### src/rtl/ogc_pkg.sv
package ogc_pkg;

    // Coordinate widths hold any corner or any size the fields allow; corner plus size needs one more bit.
    localparam int XW      = 7;
    localparam int YW      = 6;
    localparam int ID_W    = 6;
    localparam int PX_W    = 6;
    localparam int PY_W    = 5;
    localparam int POS_W   = PX_W + PY_W;

    // Configuration port.
    localparam int CFG_IDX_W  = 3;
    localparam int CFG_DATA_W = 7;

    localparam logic [CFG_IDX_W-1:0] CFG_GRID_WIDTH  = 3'd0;
    localparam logic [CFG_IDX_W-1:0] CFG_GRID_HEIGHT = 3'd1;
    localparam logic [CFG_IDX_W-1:0] CFG_BORDER_LEFT = 3'd2;
    localparam logic [CFG_IDX_W-1:0] CFG_BORDER_TOP  = 3'd3;
    localparam logic [CFG_IDX_W-1:0] CFG_CANVAS_ID   = 3'd4;

    typedef enum logic [1:0] {
        REQ_INIT  = 2'd0,
        REQ_ADD   = 2'd1,
        REQ_DEL   = 2'd2,
        REQ_QUERY = 2'd3
    } t_req_type;

    typedef struct packed {
        t_req_type         req_type;
        logic [PX_W-1:0]   pos_x;
        logic [PY_W-1:0]   pos_y;
        logic [6:0]        size_x;
        logic [5:0]        size_y;
        logic [ID_W-1:0]   obj_id;
    } t_req;

    typedef struct packed {
        logic              ok;
        logic [ID_W-1:0]   hit_id;
    } t_rsp;

    typedef struct packed {
        logic [6:0]        grid_width;
        logic [5:0]        grid_height;
        logic [6:0]        border_left;
        logic [5:0]        border_top;
        logic [ID_W-1:0]   canvas_id;
    } t_cfg;

    // Rectangle handed to the walk unit.
    typedef struct packed {
        logic [XW-1:0]     x0;
        logic [YW-1:0]     y0;
        logic [XW-1:0]     w;
        logic [YW-1:0]     h;
    } t_rect;

    // Grid extent after saturation to the built size.
    typedef struct packed {
        logic [XW-1:0]     cols;
        logic [YW-1:0]     rows;
    } t_ext;

    typedef struct packed {
        logic              load;
        logic              step;
    } t_walk_cmd;

    typedef struct packed {
        logic              busy;
        logic              fit;
    } t_walk_stat;

endpackage

### src/rtl/ogc_rect_unit.sv
module ogc_rect_unit #(
    parameter int GRID_COLS = 64,
    parameter int CELL_AW   = 11
) (
    input  logic               i_clk,
    input  logic               i_rst_n,
    input  ogc_pkg::t_rect     i_rect,
    input  ogc_pkg::t_ext      i_ext,
    input  ogc_pkg::t_walk_cmd i_cmd,
    output logic [CELL_AW-1:0] o_addr,
    output ogc_pkg::t_walk_stat o_stat
);

    import ogc_pkg::*;

    logic [XW:0]        xe_full;
    logic [YW:0]        ye_full;
    logic               fit;
    logic [XW-1:0]      r_x;
    logic [XW-1:0]      r_x0;
    logic [XW-1:0]      r_xe;
    logic [YW-1:0]      r_y;
    logic [YW-1:0]      r_ye;
    logic [CELL_AW-1:0] r_base;
    logic               r_busy;

    // Fit test: the far edge may not pass the grid extent on either axis.
    assign xe_full = {1'b0, i_rect.x0} + {1'b0, i_rect.w};
    assign ye_full = {1'b0, i_rect.y0} + {1'b0, i_rect.h};
    assign fit     = (xe_full <= {1'b0, i_ext.cols}) && (ye_full <= {1'b0, i_ext.rows});

    assign o_stat.fit  = fit;
    assign o_stat.busy = r_busy;
    assign o_addr      = r_base + CELL_AW'(r_x);

    // Cell walk, left to right inside a row, then down to the next row.
    always_ff @(posedge i_clk) begin
        if (!i_rst_n) begin
            r_busy <= 1'b0;
        end else if (i_cmd.load) begin
            r_x    <= i_rect.x0;
            r_x0   <= i_rect.x0;
            r_xe   <= xe_full[XW-1:0];
            r_y    <= i_rect.y0;
            r_ye   <= ye_full[YW-1:0];
            r_base <= CELL_AW'(int'(i_rect.y0) * GRID_COLS);
            r_busy <= fit && (i_rect.w != '0) && (i_rect.h != '0);
        end else if (i_cmd.step && r_busy) begin
            if ((r_x + XW'(1)) == r_xe) begin
                r_x    <= r_x0;
                r_y    <= r_y + YW'(1);
                r_base <= r_base + CELL_AW'(GRID_COLS);
                if ((r_y + YW'(1)) == r_ye) begin
                    r_busy <= 1'b0;
                end
            end else begin
                r_x <= r_x + XW'(1);
            end
        end
    end

endmodule

### config.mk
export PLATFORM = sky130hd
export DESIGN_NAME = ogc_rect_unit
export DESIGN_NICKNAME = d
export VERILOG_FILES = /design/src/rtl/ogc_pkg.sv /design/src/rtl/ogc_rect_unit.sv
export SDC_FILE = /design/constraint.sdc
export NUM_CORES = 1
export LEC_CHECK = 0
export ABC_AREA = 1
export BUFFER_PORTS_ARGS = -buffer_cell sky130_fd_sc_hd__buf_2
export CAP_MARGIN = 20
export CORE_ASPECT_RATIO = 2
export CORE_MARGIN = 10
export CORE_UTILIZATION = 30
export DETAILED_ROUTE_END_ITERATION = 10
export MAX_ROUTING_LAYER = met4
export PLACE_DENSITY = 0.59
export SYNTH_ARGS = -nofsm -noshare
export SYNTH_HDL_FRONTEND = slang
export SYNTH_SLANG_ARGS = --single-unit
### constraint.sdc
create_clock -name i_clk -period 3.3 [get_ports i_clk]
set_clock_uncertainty 0.15 [all_clocks]
set_input_delay 0.495 -clock i_clk [delete_from_list [all_inputs] [get_ports i_clk]]
set_output_delay 0.495 -clock i_clk [all_outputs]
set_load 0.03 [all_outputs]
==> flow_summary.ini <==
[power]
ir_worst_vdd_v = 0.000248
power.internal_mw = 1.09
p_switching_mw = 0.454
powerDensity_nw_per_um2 = 403
p_sw_share_pct = 29.3
p_clk_share_pct = 29.2
p_leak_nw = 1.93
power_frac_seq_pct = 40.0
p_comb_share_pct = 30.8

[timing]
slew_headroom_pct = 72.0
fin_ws_ps = -18.2
maxSlewViolCount = 0
setup-tns-final_ps = -18.2
timing.fmax_mhz = 301
max_slew.worst_pin.slew_ps = 415
post-route-min-period_ps = 3320
rsz0062_at_grt = yes
fin_hold_ws_ps = 289
finalHoldViolCount = 0
setup_viol = 1
period_share_pct = 101

[route]
via_count = 2595
wl_um = 7520
routed_via_density = 4.54
dr.pass1.iters = 4
drtAntennaViolNets = 0
drt-initial-drc-count = 106
drc = 0
wl_per_cell_um = 13.2

[run_status]
violations = setup timing
status = finished, violations left

[worst_setup_path]
worstPathRequired_ps = 2650
crit_path_start_kind = input pin
reg2reg_depth = 9
path_class = input pin to output port
end_kind = output port
reg2reg_to = r_y[3]
crit_arrival_ps = 2670
regToRegSetupSlack_ps = 820
critPathMaxFanout = 2
r2r_start = r_x[0]

[floorplan]
start_util_pct = 30.6
die_h_um = 161
core_um2 = 9760
fp.dieArea_um2 = 14600
rows = 51
die_x_um = 90.6
ios = 56

[cts]
cts_tree = built
cts_buffer_depth = 2
clock_latency_ps = 280
htree_levels = 2
clock_sinks = 39
cts-root-buf = clkbuf_16
postCtsHoldBufs = 0
clkTransAtPathRegs_ps = 50
cts_inserted_buffers = 5

[synthesis]
ys_seq_elements = 39
synth_top_cells_by_area = edfxtp_1 38%, ha_1 13%, nand2_1 12%
yosys_warnings = 0
synth_area_per_cell_um2 = 8.37
synthArstFlopShare_pct = 0
netlist-cell-type-count = 30
synth_top_area_share_pct = 38.2
netlist_instances = 357
syn_area_um2 = 2990
synth_ff_type = edfxtp_1
synth_edf_count = 38
yosysSeqAreaShare_pct = 38.8
post-synth-top-area-cell = edfxtp_1
syn_nets = 433

[grt]
grt_max_degree = 24
grt_pass1_wl_um = 12300
grt-ovfl-total = 0
antenna_found_initial = 0
grtUsageTotal_pct = 10.7
first_global_vias = 2691

[layout]
layout-drive-gt1-share_pct = 27.1
seqCellArea_um2 = 1160
nets = 514
area_growth_pct = 28.4
final_common_cell = nand2_1
nFillCells = 991
mostFrequentLayoutCells = 94 x nand2_1, 52 x buf_2, 51 x inv_1
diodes = 0
multi_input_area_um2 = 1640

[hold_path]
hold_path_end = r_x0[5]
hold_class = input pin to flop
hp-start = i_rect[24]
whs_path_depth = 1

[place]
gp_congestion = 0.927
hpwl_um = 6430
io_buffers = 55

[flow_run]
drv_cap = 0
cell families after synthesis:
family,Yosys count,share of synthesized area [%]
AND/OR/NAND/NOR,167,25.4
XOR/XNOR,18,5.73
buffers and inverters,66,9.46
flip-flops,39,38.8
adder cells (fa/ha/maj),33,14.3
AO/OA/AOI/OAI,34,6.20
cell type report:
cell class,instances,area share (%)
Multi-Input combinational cell,252,42.7
Sequential cell,39,30.3
Timing Repair Buffer,87,14.0
Inverter,53,5.18
Tap cell,132,4.30
Clock buffer,8,3.55
critical path, stage by stage:
cell and delay [ps]:
buf_2 110, ha_2 200, fa_2 340, nand3_1 80
nand2_1 80, xor2_1 240, ha_1 290, a21o_1 160
a21oi_1 110, nand2_1 60, nand2_1 50, o21ai_0 70
inv_1 80, and3_4 180, buf_6 120
cell usage after synthesis (2+ instances only):
cell	instances
inv_2	2
nand4_1	14
clkbuf_1	3
nand3b_1	2
edfxtp_1	38
a21oi_1	13
o21ai_1	3
and3_1	3
o21ai_0	12
inv_1	51
ha_1	31
xnor2_1	5
a21o_1	4
fa_1	2
xor2_1	12
nand3_1	29
buf_4	9
nor2_1	15
nand2_2	3
nand2_1	96
per-layer routing:
layer / global-route usage, % / vias to the layer above / part of all wire (%)
li1: - / 1346 / -
met1: 10.2 / 1179 / 39
met2: 20.2 / 54 / 56
met3: 1.02 / 16 / 1.5
met4: 6.26 / 0 / 3.6
met5: - / - / 0
registers in the layout (all words and copies together) (netlist names):
name	cells
r_base	5
r_busy	1
r_x	7
r_x0	7
r_xe	7
r_y	6
r_ye	6
worst max-delay path by stage:
stage	from	end	slack (ps)	cells after the start
after floorplan	i_rect[6]	o_stat[0]	110	15
after global placement	i_rect[6]	o_stat[0]	-170	16
after detailed placement	i_rect[6]	o_stat[0]	-260	16
after CTS	i_rect[19]	o_stat[0]	-30	16
after global routing	i_rect[1]	o_stat[0]	-130	16
final	i_rect[0]	o_stat[0]	-20	15
power by group through the flow:
stage	Combinational, mW	Clock (mW)	Sequential (mW)
detailed placement	0.433	0	0.629
finish	0.477	0.452	0.619
global placement	0.420	0	0.628
floorplan	0.279	0	0.620
CTS	0.462	0.466	0.619
global route	0.539	0.482	0.623
what timing repair did:
| action | CTS | global route |
|---|---|---|
| gates cloned | 0 | 0 |
| endpoints found under the setup margin | 1 | 1 |
| buffers inserted | 4 | 1 |
| pin swaps | 15 | 13 |
| hold endpoints to repair | 0 | 0 |
| resized for setup | 17 | 9 |
per-stage QoR:
step,std cells,util (%),power [mW],area (µm²),setup slack (ps)
2_1_floorplan,357,-,0.899,2990,108
3_3_place_gp,558,36.3,1.05,3550,-165
3_5_place_dp,558,36.3,1.06,3550,-258
4_1_cts,570,38.8,1.55,3790,-31.0
5_1_grt,571,39.3,1.64,3840,-133
6_report,571,39.3,1.55,3840,-18.2
Power figures use the tool's default switching activity.
