$ cat src/rtl/ogc_pkg.sv
package ogc_pkg;

    // Coordinate widths hold any corner or any size the fields allow; corner plus size needs one more bit.
    localparam int XW      = 7;
    localparam int YW      = 6;
    localparam int ID_W    = 6;
    localparam int PX_W    = 6;
    localparam int PY_W    = 5;
    localparam int POS_W   = PX_W + PY_W;

    // Configuration port.
    localparam int CFG_IDX_W  = 3;
    localparam int CFG_DATA_W = 7;

    localparam logic [CFG_IDX_W-1:0] CFG_GRID_WIDTH  = 3'd0;
    localparam logic [CFG_IDX_W-1:0] CFG_GRID_HEIGHT = 3'd1;
    localparam logic [CFG_IDX_W-1:0] CFG_BORDER_LEFT = 3'd2;
    localparam logic [CFG_IDX_W-1:0] CFG_BORDER_TOP  = 3'd3;
    localparam logic [CFG_IDX_W-1:0] CFG_CANVAS_ID   = 3'd4;

    typedef enum logic [1:0] {
        REQ_INIT  = 2'd0,
        REQ_ADD   = 2'd1,
        REQ_DEL   = 2'd2,
        REQ_QUERY = 2'd3
    } t_req_type;

    typedef struct packed {
        t_req_type         req_type;
        logic [PX_W-1:0]   pos_x;
        logic [PY_W-1:0]   pos_y;
        logic [6:0]        size_x;
        logic [5:0]        size_y;
        logic [ID_W-1:0]   obj_id;
    } t_req;

    typedef struct packed {
        logic              ok;
        logic [ID_W-1:0]   hit_id;
    } t_rsp;

    typedef struct packed {
        logic [6:0]        grid_width;
        logic [5:0]        grid_height;
        logic [6:0]        border_left;
        logic [5:0]        border_top;
        logic [ID_W-1:0]   canvas_id;
    } t_cfg;

    // Rectangle handed to the walk unit.
    typedef struct packed {
        logic [XW-1:0]     x0;
        logic [YW-1:0]     y0;
        logic [XW-1:0]     w;
        logic [YW-1:0]     h;
    } t_rect;

    // Grid extent after saturation to the built size.
    typedef struct packed {
        logic [XW-1:0]     cols;
        logic [YW-1:0]     rows;
    } t_ext;

    typedef struct packed {
        logic              load;
        logic              step;
    } t_walk_cmd;

    typedef struct packed {
        logic              busy;
        logic              fit;
    } t_walk_stat;

endpackage

$ cat src/rtl/ogc_ctrl.sv
module ogc_ctrl #(
    parameter int GRID_COLS   = 64,
    parameter int GRID_ROWS   = 32,
    parameter int MAX_OBJECTS = 64,
    parameter int CELL_AW     = 11,
    parameter int POS_AW      = 6
) (
    input  logic                i_clk,
    input  logic                i_rst_n,
    input  ogc_pkg::t_cfg       i_cfg,
    input  logic                i_req_valid,
    output logic                o_req_ready,
    input  ogc_pkg::t_req       i_req,
    output logic                o_rsp_valid,
    input  logic                i_rsp_ready,
    output ogc_pkg::t_rsp       o_rsp,
    output ogc_pkg::t_rect      o_rect,
    output ogc_pkg::t_ext       o_ext,
    output ogc_pkg::t_walk_cmd  o_walk_cmd,
    input  ogc_pkg::t_walk_stat i_walk_stat,
    input  logic [CELL_AW-1:0]  i_walk_addr,
    output logic                o_cell_we,
    output logic [CELL_AW-1:0]  o_cell_addr,
    output logic [ogc_pkg::ID_W-1:0] o_cell_wdata,
    input  logic [ogc_pkg::ID_W-1:0] i_cell_rdata,
    output logic                o_pos_we,
    output logic [POS_AW-1:0]   o_pos_addr,
    output logic [ogc_pkg::POS_W-1:0] o_pos_wdata,
    input  logic [ogc_pkg::POS_W-1:0] i_pos_rdata
);

    import ogc_pkg::*;

    localparam int CELLS     = GRID_ROWS * GRID_COLS;
    localparam int CLR_DEPTH = (CELLS > MAX_OBJECTS) ? CELLS : MAX_OBJECTS;
    localparam int CLRW      = (CLR_DEPTH > 1) ? $clog2(CLR_DEPTH) : 1;
    localparam int IW        = (POS_AW > ID_W) ? POS_AW : ID_W;

    typedef enum logic [2:0] {
        S_CLR,
        S_IDLE,
        S_START,
        S_POS,
        S_BORDER,
        S_FILL,
        S_QUERY,
        S_OUT
    } t_state;

    t_state           r_state;
    t_req             r_req;
    logic [CLRW-1:0]  r_clr_cnt;
    logic             r_clr_pos;
    logic             r_top;
    logic [ID_W-1:0]  r_fill_id;
    logic             r_chk_vld;
    t_rsp             r_res;
    logic             r_out_vld;
    t_rsp             r_out;

    logic             id_ok;
    logic [IW-1:0]    id_ext;
    logic [POS_W-1:0] pos_sel;
    logic             hit;
    logic [CLRW-1:0]  clr_last;
    logic             out_free;

    // Grid extent saturated to the built size.
    assign o_ext.cols = (int'(i_cfg.grid_width) > GRID_COLS) ? XW'(GRID_COLS)
                                                            : i_cfg.grid_width;
    assign o_ext.rows = (int'(i_cfg.grid_height) > GRID_ROWS) ? YW'(GRID_ROWS)
                                                             : i_cfg.grid_height;

    // Ids beyond the position table have no entry of their own.
    assign id_ok   = int'(r_req.obj_id) < MAX_OBJECTS;
    assign id_ext  = IW'(r_req.obj_id);
    assign pos_sel = id_ok ? i_pos_rdata : '0;

    // A query hit is a checked cell held by some other object.
    assign hit = r_chk_vld && (i_cell_rdata != '0) && (i_cell_rdata != r_req.obj_id);

    assign clr_last = r_clr_pos ? CLRW'(CLR_DEPTH - 1) : CLRW'(CELLS - 1);
    assign out_free = !r_out_vld || i_rsp_ready;

    assign o_req_ready = (r_state == S_IDLE);
    assign o_rsp_valid = r_out_vld;
    assign o_rsp       = r_out;

    // Rectangle source and walk commands for each state.
    always_comb begin
        o_rect          = '0;
        o_walk_cmd.load = 1'b0;
        o_walk_cmd.step = 1'b0;
        unique case (r_state)
            S_START: begin
                o_rect.x0       = {1'b0, r_req.pos_x};
                o_rect.y0       = {1'b0, r_req.pos_y};
                o_rect.w        = r_req.size_x;
                o_rect.h        = r_req.size_y;
                o_walk_cmd.load = (r_req.req_type == REQ_ADD) || (r_req.req_type == REQ_QUERY);
            end
            S_POS: begin
                o_rect.x0       = {1'b0, pos_sel[PX_W-1:0]};
                o_rect.y0       = {1'b0, pos_sel[POS_W-1:PX_W]};
                o_rect.w        = r_req.size_x;
                o_rect.h        = r_req.size_y;
                o_walk_cmd.load = 1'b1;
            end
            S_BORDER: begin
                if (r_top) begin
                    o_rect.w = o_ext.cols;
                    o_rect.h = i_cfg.border_top;
                end else begin
                    o_rect.w = i_cfg.border_left;
                    o_rect.h = o_ext.rows;
                end
                o_walk_cmd.load = 1'b1;
            end
            S_FILL: begin
                o_walk_cmd.step = i_walk_stat.busy;
            end
            S_QUERY: begin
                o_walk_cmd.step = i_walk_stat.busy && !hit;
            end
            default: begin
            end
        endcase
    end

    // Memory port control: the clearing sweep owns both stores while it runs.
    always_comb begin
        o_cell_we    = 1'b0;
        o_cell_addr  = i_walk_addr;
        o_cell_wdata = r_fill_id;
        o_pos_we     = 1'b0;
        o_pos_addr   = id_ext[POS_AW-1:0];
        o_pos_wdata  = {r_req.pos_y, r_req.pos_x};
        unique case (r_state)
            S_CLR: begin
                o_cell_addr  = r_clr_cnt[CELL_AW-1:0];
                o_cell_wdata = '0;
                o_cell_we    = int'(r_clr_cnt) < CELLS;
                o_pos_addr   = r_clr_cnt[POS_AW-1:0];
                o_pos_wdata  = '0;
                o_pos_we     = r_clr_pos && (int'(r_clr_cnt) < MAX_OBJECTS);
            end
            S_START: begin
                o_pos_we = (r_req.req_type == REQ_ADD) && id_ok;
            end
            S_FILL: begin
                o_cell_we = i_walk_stat.busy;
            end
            default: begin
            end
        endcase
    end

    // Sequencer and result register.
    always_ff @(posedge i_clk) begin
        if (!i_rst_n) begin
            r_state   <= S_CLR;
            r_clr_cnt <= '0;
            r_clr_pos <= 1'b1;
            r_top     <= 1'b0;
            r_chk_vld <= 1'b0;
            r_out_vld <= 1'b0;
        end else begin
            // The output state reloads the result register itself.
            if (r_out_vld && i_rsp_ready && (r_state != S_OUT)) begin
                r_out_vld <= 1'b0;
            end
            unique case (r_state)
                S_CLR: begin
                    r_clr_cnt <= r_clr_cnt + CLRW'(1);
                    if (r_clr_cnt == clr_last) begin
                        r_state <= r_clr_pos ? S_IDLE : S_BORDER;
                    end
                end
                S_IDLE: begin
                    if (i_req_valid) begin
                        r_req <= i_req;
                        if (i_req.req_type == REQ_INIT) begin
                            r_clr_cnt    <= '0;
                            r_clr_pos    <= 1'b0;
                            r_top        <= 1'b0;
                            r_res.ok     <= 1'b1;
                            r_res.hit_id <= '0;
                            r_state      <= S_CLR;
                        end else begin
                            r_state <= S_START;
                        end
                    end
                end
                S_START: begin
                    r_fill_id <= r_req.obj_id;
                    r_chk_vld <= 1'b0;
                    unique case (r_req.req_type)
                        REQ_ADD: begin
                            r_res.ok     <= i_walk_stat.fit;
                            r_res.hit_id <= '0;
                            r_state      <= S_FILL;
                        end
                        REQ_DEL: begin
                            r_state <= S_POS;
                        end
                        REQ_QUERY: begin
                            if (i_walk_stat.fit) begin
                                r_res.ok     <= 1'b0;
                                r_res.hit_id <= '0;
                                r_state      <= S_QUERY;
                            end else begin
                                r_res.ok     <= 1'b1;
                                r_res.hit_id <= i_cfg.canvas_id;
                                r_state      <= S_OUT;
                            end
                        end
                        default: begin
                            r_res.ok     <= 1'b1;
                            r_res.hit_id <= '0;
                            r_state      <= S_OUT;
                        end
                    endcase
                end
                S_POS: begin
                    r_fill_id    <= '0;
                    r_res.ok     <= i_walk_stat.fit;
                    r_res.hit_id <= '0;
                    r_state      <= S_FILL;
                end
                S_BORDER: begin
                    r_fill_id <= i_cfg.canvas_id;
                    r_state   <= S_FILL;
                end
                S_FILL: begin
                    if (!i_walk_stat.busy) begin
                        if ((r_req.req_type == REQ_INIT) && !r_top) begin
                            r_top   <= 1'b1;
                            r_state <= S_BORDER;
                        end else begin
                            r_state <= S_OUT;
                        end
                    end
                end
                S_QUERY: begin
                    // One read in flight: issue the next cell while the last one is checked.
                    if (hit) begin
                        r_res.ok     <= 1'b1;
                        r_res.hit_id <= i_cell_rdata;
                        r_chk_vld    <= 1'b0;
                        r_state      <= S_OUT;
                    end else if (i_walk_stat.busy) begin
                        r_chk_vld <= 1'b1;
                    end else if (!r_chk_vld) begin
                        r_state <= S_OUT;
                    end else begin
                        r_chk_vld <= 1'b0;
                    end
                end
                S_OUT: begin
                    if (out_free) begin
                        r_out     <= r_res;
                        r_out_vld <= 1'b1;
                        r_state   <= S_IDLE;
                    end
                end
                default: begin
                    r_state <= S_IDLE;
                end
            endcase
        end
    end

endmodule

$ cat config.mk
export PLATFORM = sky130hd
export DESIGN_NAME = ogc_ctrl
export DESIGN_NICKNAME = d
export VERILOG_FILES = /design/src/rtl/ogc_pkg.sv /design/src/rtl/ogc_ctrl.sv
export SDC_FILE = /design/constraint.sdc
export NUM_CORES = 1
export LEC_CHECK = 0
export BUFFER_PORTS_ARGS = -buffer_cell sky130_fd_sc_hd__buf_2
export CORE_MARGIN = 4
export CORE_UTILIZATION = 45
export DETAILED_ROUTE_END_ITERATION = 10
export HOLD_SLACK_MARGIN = 0.03
export PLACE_DENSITY = 0.78
export SYNTH_ARGS = -nofsm -noshare
export SYNTH_HDL_FRONTEND = slang
export SYNTH_SLANG_ARGS = --single-unit
$ cat constraint.sdc
create_clock -name i_clk -period 3.2 [get_ports i_clk]
set_input_delay 0.32 -clock i_clk [delete_from_list [all_inputs] [get_ports i_clk]]
set_output_delay 0.32 -clock i_clk [all_outputs]
set_load 0.02 [all_outputs]
==> flow_metrics.env <==
export IMPL_worst_pin_slew_ns=1.00
export IMPL_clk_pin_slew_ns=0.07
export IMPL_drtIter0Drc=219
export IMPL_ys_types=48
export IMPL_wl_um=10800
export IMPL_crit_family="simple AND/OR/NAND/NOR gates"
export IMPL_cts_tree="done"
export IMPL_drive_above_1_share_pct=36.6
export IMPL_cp_end_kind="output port"
export IMPL_synth_edf_count=52
export IMPL_ant_nets=0
export IMPL_async_flop_share_pct=0
export IMPL_drtPass1Iterations=4
export IMPL_postCtsSetupBuffers=0
export IMPL_die_area_sq_um=9920
export IMPL_critPathBufInv=2
export IMPL_placementRows=33
export IMPL_synth_warnings=0
export IMPL_p_leak_uw=0.00224
export IMPL_power_density_nw_per_um2=383
export IMPL_grt_ovfl_total=0
export IMPL_grt_use_total_pct=21.4
export IMPL_irDropWorstVdd_v=0.000229
export IMPL_drc=0
export IMPL_rsz0062_at_grt="false"
export IMPL_antenna_cells=0
export IMPL_grt_antenna_before_repair=0
export IMPL_crit_required_ns=2.88
export IMPL_setup_viol=0
export IMPL_rr_worst_depth=5
export IMPL_worstPathCellList="inv_1 > nor2_1 > nand2_1 > o21ai_0 > buf_2"
export IMPL_synth_mux_area_fraction_pct=6.63
export IMPL_skew_ns=0.00430
export IMPL_cts_buffers=9
export IMPL_max_freq_mhz=349
export IMPL_worstSetupStartpointType="flip-flop"
export IMPL_synthAdderAreaFrac_pct=0.332
export IMPL_post_route_min_period_ns=2.87
export IMPL_dpl_hpwl_um=8430
export IMPL_synth_compound_area_share_pct=12.0
export IMPL_pin_count=184
export IMPL_layout_common_cells="buf_2 (181), nand2_1 (77), edfxtp_1 (52), nor2_1 (32), mux2i_1 (25)"
export IMPL_tns_ns=0
export IMPL_timing_rr_start="r_state[2]$_SDFFE_PN0P_"
export IMPL_numPortBuffers=181
export IMPL_clockBufferDepth=2
export IMPL_min_to="r_req[18]$_DFFE_PP_"
export IMPL_area_growth_pct=31.9
export IMPL_final_period_utilization_pct=89.6
export IMPL_core_sq_um=8180
export IMPL_hp_class="in2reg"
export IMPL_synth_xor_area_share_pct=3.25
export IMPL_htreeDepth=3
export IMPL_fin_util_pct=60.9
export IMPL_cpMaxStageDelayCell="dfxtp_1"
export IMPL_grt_pass1_wl_um=16800
export IMPL_synthSimpleGateAreaFrac_pct=23.5
export IMPL_slew_limit_headroom_pct=33.1
export IMPL_status="finished, final reports clean"
export IMPL_synth_top_family_by_area="simple AND/OR/NAND/NOR gates"
export IMPL_grt_max_degree=36
export IMPL_synth_area_per_cell_sq_um=9.65
export IMPL_hold_viol=0
export IMPL_die_h_um=99.6
export IMPL_grt_pass1_vias=3508
export IMPL_ys_seq_area_share_pct=50.9
export IMPL_syn_inst=391
export IMPL_clk_latency_ns=0.34
export IMPL_regToRegEndpoint="r_fill_id[2]$_DFFE_PP_"
export IMPL_ff2ff_setup_slack_ns=0.71
export IMPL_synthesis_area_sq_um=3770
export IMPL_fin_nets=665
export IMPL_wire_per_inst_um=16.0
export IMPL_ctsHoldBuffers=0
export IMPL_fillers=718
export IMPL_whs_path_depth=1
export IMPL_ys_ff_latch=70
export IMPL_mostFrequentLayoutCell="buf_2"
export IMPL_min_from="i_req[18]"
export IMPL_cap_violations=0
export IMPL_startpoint="r_state[2]$_SDFFE_PN0P_"
export IMPL_slew_viol_final=0
export IMPL_ys_flop_type="edfxtp_1"
export IMPL_worstPathMaxFanout=21
export IMPL_cts_root_buf="clkbuf_8"
export IMPL_crit_type="reg2out"
export IMPL_gp_congestion=0.900
export IMPL_critPathArrivalTime_ns=2.55
export IMPL_cts_resized=0
export IMPL_clock_sinks=70
export IMPL_initial_core_util_pct=46.2
export IMPL_die_x_um=99.6
export IMPL_route_vias_total=3597
export IMPL_via_per_inst=5.32
export IMPL_slowest_delay_ns=0.60
[cell usage after synthesis, types with 2 or more instances]
| cell | number | share of area (%) |
|---|---|---|
| nand2_1 | 77 | 7.7 |
| edfxtp_1 | 52 | 41 |
| nor2_1 | 32 | 3.2 |
| mux2i_1 | 25 | 6.6 |
| and2_1 | 20 | 3.3 |
| nor2b_1 | 19 | 3.1 |
| dfxtp_1 | 18 | 9.5 |
| o21ai_0 | 15 | 2.0 |
| a21oi_1 | 14 | 1.9 |
| clkbuf_1 | 14 | 1.4 |
| nand3_1 | 10 | 1.3 |
| xor2_1 | 10 | 2.3 |
| a22o_1 | 7 | 1.6 |
| buf_2 | 7 | 0.93 |
| o22ai_1 | 7 | 1.2 |
| a21boi_0 | 5 | 0.99 |
| inv_1 | 5 | 0.50 |
| nor4_1 | 5 | 0.83 |
| nor3_1 | 4 | 0.53 |
| xnor2_1 | 4 | 0.93 |
| a31o_2 | 3 | 0.70 |
| and3_1 | 3 | 0.50 |
| nand2b_1 | 3 | 0.50 |
| nand4_1 | 3 | 0.50 |
| or3_1 | 3 | 0.50 |
| buf_4 | 2 | 0.40 |
| o21a_1 | 2 | 0.40 |
| o32ai_1 | 2 | 0.46 |
[report_power, final]
part / switching (uW) / total (uW) / internal [uW]
registers: 4.96 / 976 / 971
logic: 78.3 / 149 / 70.5
clock network: 323 / 780 / 457
total: 406 / 1910 / 1500
[layout make-up]
class	count	area (sq um)	share of cell area, %
Multi-Input combinational cell	293	1730	34.8
Clock inverter	6	85.1	1.71
Clock buffer	10	138	2.77
Tap cell	105	131	2.64
Timing Repair Buffer	187	951	19.1
Sequential cell	70	1920	38.6
Inverter	5	18.8	0.377
[stage by stage]
step	std cells	hold slack [ns]	total power, uW	instance area [sq um]	setup WS (ns)
2_1_floorplan	392	0.400	1060	3780	0.670
3_3_place_gp	660	0.401	1140	4750	0.852
3_5_place_dp	660	0.406	1140	4750	0.714
4_1_cts	676	0.142	1910	4980	0.346
5_1_grt	676	0.132	1970	4980	0.0424
6_report	676	0.150	1910	4980	0.331
[kinds of logic after synthesis]
group	after synthesis
compound gates	65
xor+xnor	14
fa+ha+maj	1
buf+inv	29
flops	70
mux	25
other cells	1
simple gates	186
[state kept, by name, summed over array words and instances (netlist names), 3 cells and up]
signal and cells:
r_res 7, r_req 26, r_fill_id 6, o_rsp 7, id_ext 6, r_state 3
r_clr_cnt 11
[layer usage]
layer / GRT usage, % / up-vias / part of all wire (%)
met5: 0 / - / 0
met4: 9.77 / 0 / 3.5
met3: 5.19 / 34 / 7.7
met2: 34.9 / 169 / 48
met1: 27.0 / 1665 / 41
li1: - / 1729 / -
[worst register-to-register path: stages (launching register included)]
cell and delay (ns):
dfxtp_1 0.60, inv_1 0.17, nor2_1 0.40, nand2_1 0.51, a21boi_0 0.34, buf_4 0.18
[worst max-delay path by stage]
stage / slack [ns] / depth (start not counted) / end
after floorplan: 0.67 / 4 / id_ext[0]$_DFFE_PP_
after global placement: 0.85 / 5 / o_rect[0]
after detailed placement: 0.71 / 5 / o_rect[6]
after CTS: 0.35 / 5 / o_rect[6]
after global routing: 0.04 / 5 / o_rect[6]
final: 0.33 / 5 / o_rect[6]
No activity file was read; power rests on OpenSTA's default activity.
