$ cat src/rtl/ogc_ram.sv
module ogc_ram #(
    parameter int WIDTH = 8,
    parameter int DEPTH = 64
) (
    input  logic                                      i_clk,
    input  logic                                      i_we,
    input  logic [((DEPTH > 1) ? $clog2(DEPTH) : 1)-1:0] i_addr,
    input  logic [WIDTH-1:0]                          i_wdata,
    output logic [WIDTH-1:0]                          o_rdata
);

    logic [WIDTH-1:0] r_mem [DEPTH];

    // Single port with registered read data.
    always_ff @(posedge i_clk) begin
        if (i_we) begin
            r_mem[i_addr] <= i_wdata;
        end
        o_rdata <= r_mem[i_addr];
    end

endmodule

$ cat config.mk
export PLATFORM = sky130hd
export DESIGN_NAME = ogc_ram
export DESIGN_NICKNAME = d
export VERILOG_FILES = /design/src/rtl/ogc_ram.sv
export SDC_FILE = /design/constraint.sdc
export NUM_CORES = 1
export LEC_CHECK = 0
export ABC_AREA = 0
export ABC_CLOCK_PERIOD_IN_PS = 3400
export BUFFER_PORTS_ARGS = -buffer_cell sky130_fd_sc_hd__buf_2
export CORE_MARGIN = 10
export CORE_UTILIZATION = 40
export DETAILED_ROUTE_END_ITERATION = 8
export PLACE_DENSITY = 0.58
export REMOVE_ABC_BUFFERS = 1
export SYNTH_ARGS = -nofsm -noshare
export SYNTH_HDL_FRONTEND = slang
export SYNTH_SLANG_ARGS = --single-unit
$ cat constraint.sdc
create_clock -name i_clk -period 3.4 [get_ports i_clk]
set_input_delay 0.34 -clock i_clk [delete_from_list [all_inputs] [get_ports i_clk]]
set_output_delay 0.34 -clock i_clk [all_outputs]
set_load 0.02 [all_outputs]
==> results.json, run 1 <==
{
  "cts-buffers-inserted": 52,
  "final.period_utilization_pct": 74.95,
  "path_cells": "buf_4 -> buf_4 -> buf_4 -> or2_2 -> o22ai_1 -> o31ai_1 -> o2111ai_1 -> or4b_1",
  "synth_area_sq_mm": 0.02045,
  "netlist_top_cells_count": "edfxtp_1 (512), nor2_1 (82), mux2i_1 (63), nand2_1 (45), mux4_2 (41)",
  "nFillCells": 4266,
  "final-seq-area_sq_mm": 0.01553,
  "critical_path.max_stage_delay_ns": 0.71,
  "period_minus_slack_ns": 2.548,
  "die_h_microns": 246.1,
  "post_cts_buffers": 0,
  "required_ns": 3.82,
  "cp.arrival_ns": 2.97,
  "cts_tree": "built",
  "vias_per_cell": 5.812,
  "first_iter_violations": 1266,
  "synth_edf_count": 512,
  "drive_above_1_share_pct": 20.48,
  "hold_path.class": "in -> reg",
  "yosys_register_bits": 520,
  "crit_type": "in -> reg",
  "cp_slowest_cell": "or4b_1",
  "clk_pin_slew_worst_paths_ns": 0.06,
  "htree_levels": 2,
  "synth_cell_types": 56,
  "fmax_mhz": 392.4,
  "synth.area.top_cells": "edfxtp_1 (75%), mux4_2 (4.5%), mux2i_1 (3.1%)",
  "grt_max_degree": 61,
  "synth_ff_type": "edfxtp_1",
  "multiInputGateArea_sq_mm": 0.004514,
  "wl_per_cell_microns": 27.70,
  "nets": 1309,
  "overflow": 0,
  "port-buffer-count": 23,
  "yosysMostFrequentCell": "edfxtp_1",
  "status": "finished, final reports clean",
  "grt_pass1_vias": 11464,
  "setup-tns-final_ns": 0,
  "clock_latency_ns": 0.60,
  "synth_top_area_cell": "edfxtp_1",
  "yosysWarnings": 0,
  "core-area_sq_mm": 0.05038,
  "slew_violations": 0,
  "syn_inst": 1171,
  "hold_viol_final": 0,
  "place_congestion": 0.9025,
  "clock_path_buffers": 3,
  "async_flop_share_pct": 0,
  "grt_pass1_wl_microns": 80640,
  "fin_total_pwr_mw": 13.25,
  "yosysTopAreaCellShare_pct": 75.18,
  "area_growth_pct": 15.35,
  "grtUsageTotal_pct": 18.15,
  "ant_nets": 0,
  "cp_max_fo": 28,
  "finalSetupViolations": 0,
  "die_width_microns": 246.1,
  "dieArea_sq_mm": 0.06057,
  "yosysSeqAreaShare_pct": 75.97,
  "p_per_area_mw_per_mm2": 561.5,
  "p_leak_nw": 7.725,
  "crit_path_frequent_cell": "buf_4",
  "drt_drc_violations_left": 0,
  "cts-resized-gates": 0,
  "skew_ns": 0.01927,
  "vias": 11629,
  "syn_avg_cell_area_sq_um": 17.46,
  "endpoint_kind": "flip-flop",
  "ir_drop_uv": 412.8,
  "final_area_sq_mm": 0.02359,
  "maxSlewHeadroom_pct": 36.34,
  "root_buffer": "clkbuf_16",
  "ios": 24,
  "antenna_found_initial": 1,
  "dpl_cell_area_sq_mm": 0.02204,
  "tightest_slew_ns": 0.9513,
  "clock_sinks": 520,
  "cp-start-kind": "input port",
  "maxCapViolCount": 0,
  "wl_microns": 55440,
  "rows": 82,
  "first_pass_iters": 5,
  "rsz0062_at_grt": "no",
  "cts_hold_buffers": 0,
  "initial_core_util_pct": 40.59,
  "final_core_util_pct": 46.83,
  "hpwl_microns": 35550
}
[report_power, final]
group | switching (mW) | internal (mW)
registers | 0.0236 | 7.10
logic | 0.531 | 0.258
clock network | 2.32 | 3.02
total | 2.87 | 10.4
[path summary, 6_finish.rpt]
kind	startpoint	end	slack, ns	cells after the start
hold reg to reg	r_mem[3][0]	o_rdata[0]	0.63	3
setup / recovery	i_addr[0]	o_rdata[7]	0.85	8
hold / removal	i_wdata[2]	r_mem[38][2]	0.16	1
setup reg to reg	r_mem[0][7]	o_rdata[7]	0.91	5
[cells in the final DEF, fill, tap and decap left out, types with 6 or more instances in the layout]
master,instances
edfxtp_1,512
buf_4,123
nor2_1,81
mux2i_1,63
clkbuf_16,53
nand2_1,45
mux4_2,41
a22oi_1,40
a21oi_1,28
nand2b_1,24
o22ai_1,22
a221oi_1,21
buf_2,20
a31oi_1,15
clkbuf_1,15
nand3b_1,12
o22a_1,11
a221o_1,11
a22o_1,10
o21ai_0,9
and2_1,9
and3_1,9
o221ai_1,9
nand3_1,8
clkinv_1,8
dfxtp_1,8
nor2b_1,7
o2bb2ai_1,7
a32oi_1,7
mux2_1,7
a211oi_1,6
and4_1,6
clkinv_2,6
[kinds of logic (layout without fill, tap and decap cells)]
logic type / after synthesis / count (layout) / synth area share, %
AND/OR/NAND/NOR: 229 / 229 / 5.715
flip-flops: 520 / 520 / 75.97
other: 0 / 1 / 0
buffers and inverters: 84 / 241 / 1.982
multiplexers: 116 / 116 / 8.260
AO/OA/AOI/OAI: 222 / 222 / 8.076
[area by class of cell]
cell class,instances,area share (%)
multi-input combinational,567,19.14
inverter,3,0.04774
sequential,520,65.86
timing repair buffer,149,4.811
clock buffer,69,5.919
antenna,1,0.01061
tap,672,3.564
clock inverter,20,0.6524
[metal layers]
layer | vias up | wire (microns) | GRT usage, %
met2 | 564 | 25470 | 27.65
met5 | - | 10 | 0
met1 | 5963 | 22960 | 24.68
li1 | 4998 | - | -
met4 | 2 | 1739 | 6.517
met3 | 102 | 5261 | 4.761
[critical path: cells and delay by family]
| kind | cells | cell delay (ns) |
|---|---|---|
| and+or+nand+nor | 2 | 0.94 |
| AOI/OAI and AO/OA | 3 | 0.71 |
| buffers and inverters | 3 | 0.93 |
[state kept, by name, summed over array words and instances, names as in the netlist]
| signal | count |
|---|---|
| r_mem | 512 |
| o_rdata | 8 |
[stage by stage]
step / std cells / worst slack (ns) / hold WS (ns)
floorplan: 1090 / 0.8937 / 0.4389
global placement: 1911 / 0.2797 / 0.6226
detailed placement: 1911 / 0.3133 / 0.6116
CTS: 2000 / 0.9237 / 0.1373
global route: 2000 / 0.7478 / 0.1538
finish: 2001 / 0.8517 / 0.1551
No activity file was read; power rests on OpenSTA's default activity.
==> run 2: changes to the inputs <==
--- a/config.mk
+++ b/config.mk
@@ -6,7 +6,7 @@
 export NUM_CORES = 1
 export LEC_CHECK = 0
 export ABC_AREA = 0
-export ABC_CLOCK_PERIOD_IN_PS = 3400
+export ABC_CLOCK_PERIOD_IN_PS = 2500
 export BUFFER_PORTS_ARGS = -buffer_cell sky130_fd_sc_hd__buf_2
 export CORE_MARGIN = 10
 export CORE_UTILIZATION = 40
==> constraint.sdc (replaced) <==
create_clock -name i_clk -period 2.5 [get_ports i_clk]
set_input_delay 0.25 -clock i_clk [delete_from_list [all_inputs] [get_ports i_clk]]
set_output_delay 0.25 -clock i_clk [all_outputs]
set_load 0.02 [all_outputs]
==> results.json, run 2 (synthesis gave the netlist of run 1 again) <==
{
  "status": "finished, final reports clean",
  "tightest_slew_ns": 1.115,
  "endpoint": "o_rdata[7]",
  "drt_drc_violations_left": 0,
  "core-area_sq_mm": 0.05038,
  "p_per_area_mw_per_mm2": 765.4,
  "reg2reg_to": "o_rdata[7]",
  "critical_path.max_stage_delay_ns": 0.56,
  "finalSetupViolations": 0,
  "n_antenna_cell": 0,
  "reg2reg_slack_ns": 0.21,
  "cts_hold_buffers": 0,
  "layout_commonest_cell": "edfxtp_1",
  "die_width_microns": 246.1,
  "layout_common_cells": "edfxtp_1 (512), buf_4 (173), nor2_1 (81)",
  "fmax_mhz": 437.4,
  "clk_pin_slew_worst_paths_ns": 0.06,
  "grt_pass1_vias": 11621,
  "hpwl_microns": 35910,
  "die_h_microns": 246.1,
  "path_cells": "mux2_1 -> mux4_2 -> o21ai_1 -> o2111ai_1 -> or4b_1",
  "worst_hold_slack_ns": 0.1309,
  "clock_latency_ns": 0.61,
  "vias": 11865,
  "clock_path_buffers": 3,
  "vias_per_cell": 5.735,
  "grt_pass1_wl_microns": 79700,
  "r2r-start": "r_mem[6][7]",
  "p_leak_nw": 8.101,
  "crit_path_start": "r_mem[6][7]",
  "maxSlewHeadroom_pct": 25.64,
  "ir_drop_uv": 483.4,
  "period_minus_slack_ns": 2.286,
  "place_ws_ns": -0.1425,
  "cts_tree": "built",
  "cp_slowest_cell": "or4b_1",
  "port-buffer-count": 23,
  "maxCapViolCount": 0,
  "cp-start-kind": "flip-flop",
  "ant_nets": 0,
  "final_core_util_pct": 48.11,
  "required_ns": 2.98,
  "root_buffer": "clkbuf_16",
  "overflow": 0,
  "area_growth_pct": 18.51,
  "antenna_found_initial": 1,
  "grtUsageTotal_pct": 17.96,
  "wl_microns": 54960,
  "cts-buffers-inserted": 54,
  "hold_path.class": "in -> reg",
  "final.period_utilization_pct": 91.46,
  "post_cts_buffers": 0,
  "first_iter_violations": 1317,
  "regMostFlops": "r_mem",
  "slew_violations": 0,
  "rsz0062_at_grt": "no",
  "rows": 82,
  "place_congestion": 0.9289,
  "top_regs": "r_mem x512, o_rdata x8",
  "wl_per_cell_microns": 26.56,
  "setup_slack_ns": 0.2136,
  "cp_max_fo": 1,
  "nets": 1368,
  "htree_levels": 2,
  "skew_ns": 0.02305,
  "crit_type": "reg -> reg",
  "grt_max_degree": 65,
  "drive_above_1_share_pct": 23.84,
  "first_pass_iters": 7,
  "largest_register_ffs": 512,
  "initial_core_util_pct": 40.59,
  "ios": 24,
  "hold_viol_final": 0,
  "cp.arrival_ns": 2.77,
  "endpoint_kind": "flip-flop",
  "clock_sinks": 520,
  "dieArea_sq_mm": 0.06057,
  "cts-resized-gates": 0,
  "r2r_cells": 5
}
run 2: cell types whose count changed in the layout (fill, tap and decap cells not counted), sizes merged:
cell,change
buf,+57
bufinv,+3
clkbuf,-1
clkinv,+11
clkinvlp,-1
diode,-1
run 2: cell type report:
class	instances	area, sq um
Clock buffer	68	1404
Clock inverter	33	287.8
Sequential cell	520	15530
Inverter	3	11.26
Timing Repair Buffer	206	1642
Fill cell	4243	26140
Tap cell	672	840.8
Multi-Input combinational cell	567	4514
run 2: metrics by stage:
| stage | total power, mW | instance area, sq um | cells | TNS, ns |
|---|---|---|---|---|
| final | 18.55 | 24230 | 2069 | 0 |
| after global routing | 19.11 | 24230 | 2069 | 0 |
| after CTS | 18.67 | 24220 | 2068 | 0 |
| after detailed placement | 11.00 | 22530 | 1967 | -4.266 |
| after global placement | 10.99 | 22530 | 1967 | -3.983 |
| after floorplan | 10.29 | 20060 | 1090 | 0 |
run 2: worst min-delay path by stage:
stage / start / endpoint / slack [ns] / cells past startpoint
floorplan: i_wdata[0] / r_mem[0][0] / 0.35 / 0
global placement: r_mem[3][0] / o_rdata[0] / 0.60 / 3
detailed placement: r_mem[3][0] / o_rdata[0] / 0.61 / 3
CTS: i_wdata[5] / r_mem[0][5] / 0.11 / 1
global route: i_wdata[5] / r_mem[2][5] / 0.14 / 1
finish: i_wdata[5] / r_mem[22][5] / 0.13 / 1
run 2: critical path, delay by kind of cell (launching register included):
family | cells | cell delay (ns)
compound gates | 2 | 0.45
flops | 1 | 0.36
simple gates | 1 | 0.56
mux | 2 | 0.78
run 2: report_power, final:
part,internal [mW],switching (mW)
logic,0.412,0.728
registers,9.65,0.0365
clock network,4.47,3.24
total,14.5,4.01
run 2: per-layer routing:
metal,track usage (%),vias to the layer above,share of wire (%)
met3,4.112,128,8.4
met4,6.589,4,3.5
li1,-,5130,-
met1,24.44,6050,42
met2,27.74,553,46
met5,0,-,0.044
==> run 3: changes to the inputs <==
--- a/config.mk
+++ b/config.mk
@@ -5,7 +5,7 @@
 export SDC_FILE = /design/constraint.sdc
 export NUM_CORES = 1
 export LEC_CHECK = 0
-export ABC_AREA = 0
+export ABC_AREA = 1
 export ABC_CLOCK_PERIOD_IN_PS = 2500
 export BUFFER_PORTS_ARGS = -buffer_cell sky130_fd_sc_hd__buf_2
 export CORE_MARGIN = 10
==> results.json, run 3 <==
{
  "netlist_top_cells_count": "nand2_1 (1384), edfxtp_1 (512), nor2_1 (87), buf_2 (52), inv_1 (25)",
  "root_buffer": "clkbuf_16",
  "yosysWarnings": 0,
  "cp-start-kind": "input port",
  "place_congestion": 0.8573,
  "synth_cell_types": 22,
  "crit_path_frequent_cell": "nand2_1",
  "synth_top_family_by_area": "simple AND/OR/NAND/NOR gates",
  "top_regs": "r_mem x512, o_rdata x8",
  "highest_layer": "met4",
  "setup_slack_ns": 0.8759,
  "htree_levels": 2,
  "synthMuxAreaShare_pct": 0,
  "slew_violations": 0,
  "yosysSeqAreaShare_pct": 70.47,
  "crit_type": "in -> reg",
  "initial_core_util_pct": 40.64,
  "cts-resized-gates": 0,
  "ir_drop_uv": 462.5,
  "clock_sinks": 520,
  "synthAdderAreaFrac_pct": 0,
  "finalSetupViolations": 0,
  "nets": 2272,
  "final-seq-area_sq_mm": 0.01553,
  "status": "finished, final reports clean",
  "required_ns": 2.97,
  "overflow": 0,
  "grt_max_degree": 87,
  "dpl_cell_area_sq_mm": 0.02348,
  "n_antenna_cell": 0,
  "post_cts_buffers": 0,
  "vias_per_cell": 4.899,
  "cp_slowest_cell": "clkbuf_8",
  "antenna_found_initial": 0,
  "layout_commonest_cell": "nand2_1",
  "syn_avg_cell_area_sq_um": 10.17,
  "syn_inst": 2167,
  "hpwl_microns": 33230,
  "p_per_area_mw_per_mm2": 746.3,
  "rows": 85,
  "fmax_mhz": 615.7,
  "grt_pass1_wl_microns": 84990,
  "regMostFlops": "r_mem",
  "synth_area_sq_mm": 0.02204,
  "grtUsageTotal_pct": 17.18,
  "wl_met3_microns": 3181,
  "synth_compound_area_share_pct": 0.3292,
  "wl_met2_microns": 26380,
  "first_pass_iters": 5,
  "place_ws_ns": 0.3320,
  "p_leak_nw": 10.59,
  "vias": 14668,
  "cts-buffers-inserted": 54,
  "tightest_slew_ns": 0.8624,
  "drt-met1-wl_microns": 24500,
  "yosysTopAreaCellShare_pct": 69.74,
  "largest_register_ffs": 512,
  "synth.area.top_cells": "edfxtp_1 (70%), nand2_1 (24%), nor2_1 (1.5%)",
  "path_cells": "clkbuf_8 -> inv_6 -> buf_12 -> buf_4 -> nand2_1 -> nand2_1 -> nand2_1 -> nand2_1 -> nand2_1 -> nand2_1 -> nand2_1 -> nand2_1 -> nor2_1 -> nand2_1",
  "cts_hold_buffers": 0,
  "nFillCells": 5010,
  "core-area_sq_mm": 0.05424,
  "drive_above_1_share_pct": 10.10,
  "grt_pass1_vias": 14370,
  "synth_ff_type": "edfxtp_1",
  "cp.arrival_ns": 2.10,
  "final.period_utilization_pct": 64.96,
  "synth_edf_count": 512,
  "reg2reg_slack_ns": 0.99,
  "synth_xor_area_share_pct": 0,
  "min_to": "r_mem[11][3]",
  "synth_top_area_cell": "edfxtp_1",
  "layout_common_cells": "nand2_1 (1384), edfxtp_1 (512), buf_4 (98)",
  "area_growth_pct": 14.51,
  "cp_max_fo": 57,
  "wl_microns": 55720,
  "wl_per_cell_microns": 18.61,
  "multiInputGateArea_sq_mm": 0.005814,
  "ant_nets": 0,
  "worstHoldStart": "i_wdata[3]",
  "dieArea_sq_mm": 0.06490,
  "final_area_sq_mm": 0.02524,
  "first_iter_violations": 1319,
  "critical-path-top-delay-family": "simple AND/OR/NAND/NOR gates",
  "yosysMostFrequentCell": "nand2_1",
  "worst_hold_slack_ns": 0.08773,
  "endpoint_kind": "flip-flop",
  "hold_path.class": "in -> reg",
  "critical_path.max_stage_delay_ns": 0.28,
  "holdPathStages": 1,
  "worst-path-buf-inv": 4,
  "r2r-start": "r_mem[16][6]",
  "skew_ns": 0.02078,
  "clk_pin_slew_worst_paths_ns": 0.06,
  "clock_path_buffers": 3,
  "period_minus_slack_ns": 1.624,
  "r2r_cells": 7,
  "maxSlewHeadroom_pct": 42.50,
  "reg2reg_to": "o_rdata[6]",
  "async_flop_share_pct": 0,
  "die_width_microns": 254.8,
  "yosys_register_bits": 520,
  "die_h_microns": 254.8,
  "cts_tree": "built",
  "clock_latency_ns": 0.60,
  "hold_viol_final": 0,
  "fin_total_pwr_mw": 18.84,
  "maxCapViolCount": 0,
  "ios": 24,
  "drt_drc_violations_left": 0,
  "port-buffer-count": 23,
  "synthSimpleGateAreaFrac_pct": 26.05,
  "rsz0062_at_grt": "no"
}
## run 3: cell types whose count changed after synthesis, sizes merged, moves of 21 or more
cell    change
o22ai      -22
nand2    +1339
nand2b     -24
inv        +26
a221oi     -21
buf        +33
a21oi      -28
a22oi      -40
mux4       -41
mux2i      -63
## run 3: area by class of cell
class | count | share of cell area, %
Sequential cell | 520 | 61.54
Tap cell | 696 | 3.450
Multi-Input combinational cell | 1516 | 23.03
Timing Repair Buffer | 134 | 4.496
Clock buffer | 70 | 5.953
Clock inverter | 28 | 1.051
Inverter | 30 | 0.4758
## run 3: logic make-up (layout without fill, tap and decap cells)
group,count (synthesis),count (layout)
buffers and inverters,131,262
and+or+nand+nor,1504,1504
DFF,520,520
AOI/OAI and AO/OA,12,12
## run 3: power breakdown
part           total, mW  internal [mW]  switching (mW)
clock               7.98           4.73            3.26
combinational       1.18          0.304           0.878
sequential          9.68           9.65          0.0275
## run 3: per-stage QoR
step | setup TNS, ns | utilization [%] | std cells
final | 0 | 46.54 | 2994
after CTS | 0 | 46.54 | 2994
after detailed placement | 0 | 43.28 | 2896
after global routing | 0 | 46.54 | 2994
after floorplan | -297.17 | - | 2066
after global placement | 0 | 43.28 | 2896
## run 3: worst max-delay path by stage
stage,startpoint,cells after the start,slack [ns],endpoint
finish,i_addr[0],14,0.88,o_rdata[2]
global route,i_addr[4],6,0.75,r_mem[48][0]
CTS,i_addr[4],6,0.96,r_mem[51][4]
detailed placement,i_addr[4],6,0.33,r_mem[51][4]
global placement,i_addr[2],10,0.35,o_rdata[6]
floorplan,i_addr[0],3,-1.26,r_mem[14][0]
## run 3: per-layer routing
metal,up-vias,GRT usage (%)
met5,-,0
met4,0,6.069
met3,93,2.871
met2,373,28.19
met1,7020,22.69
li1,7182,-
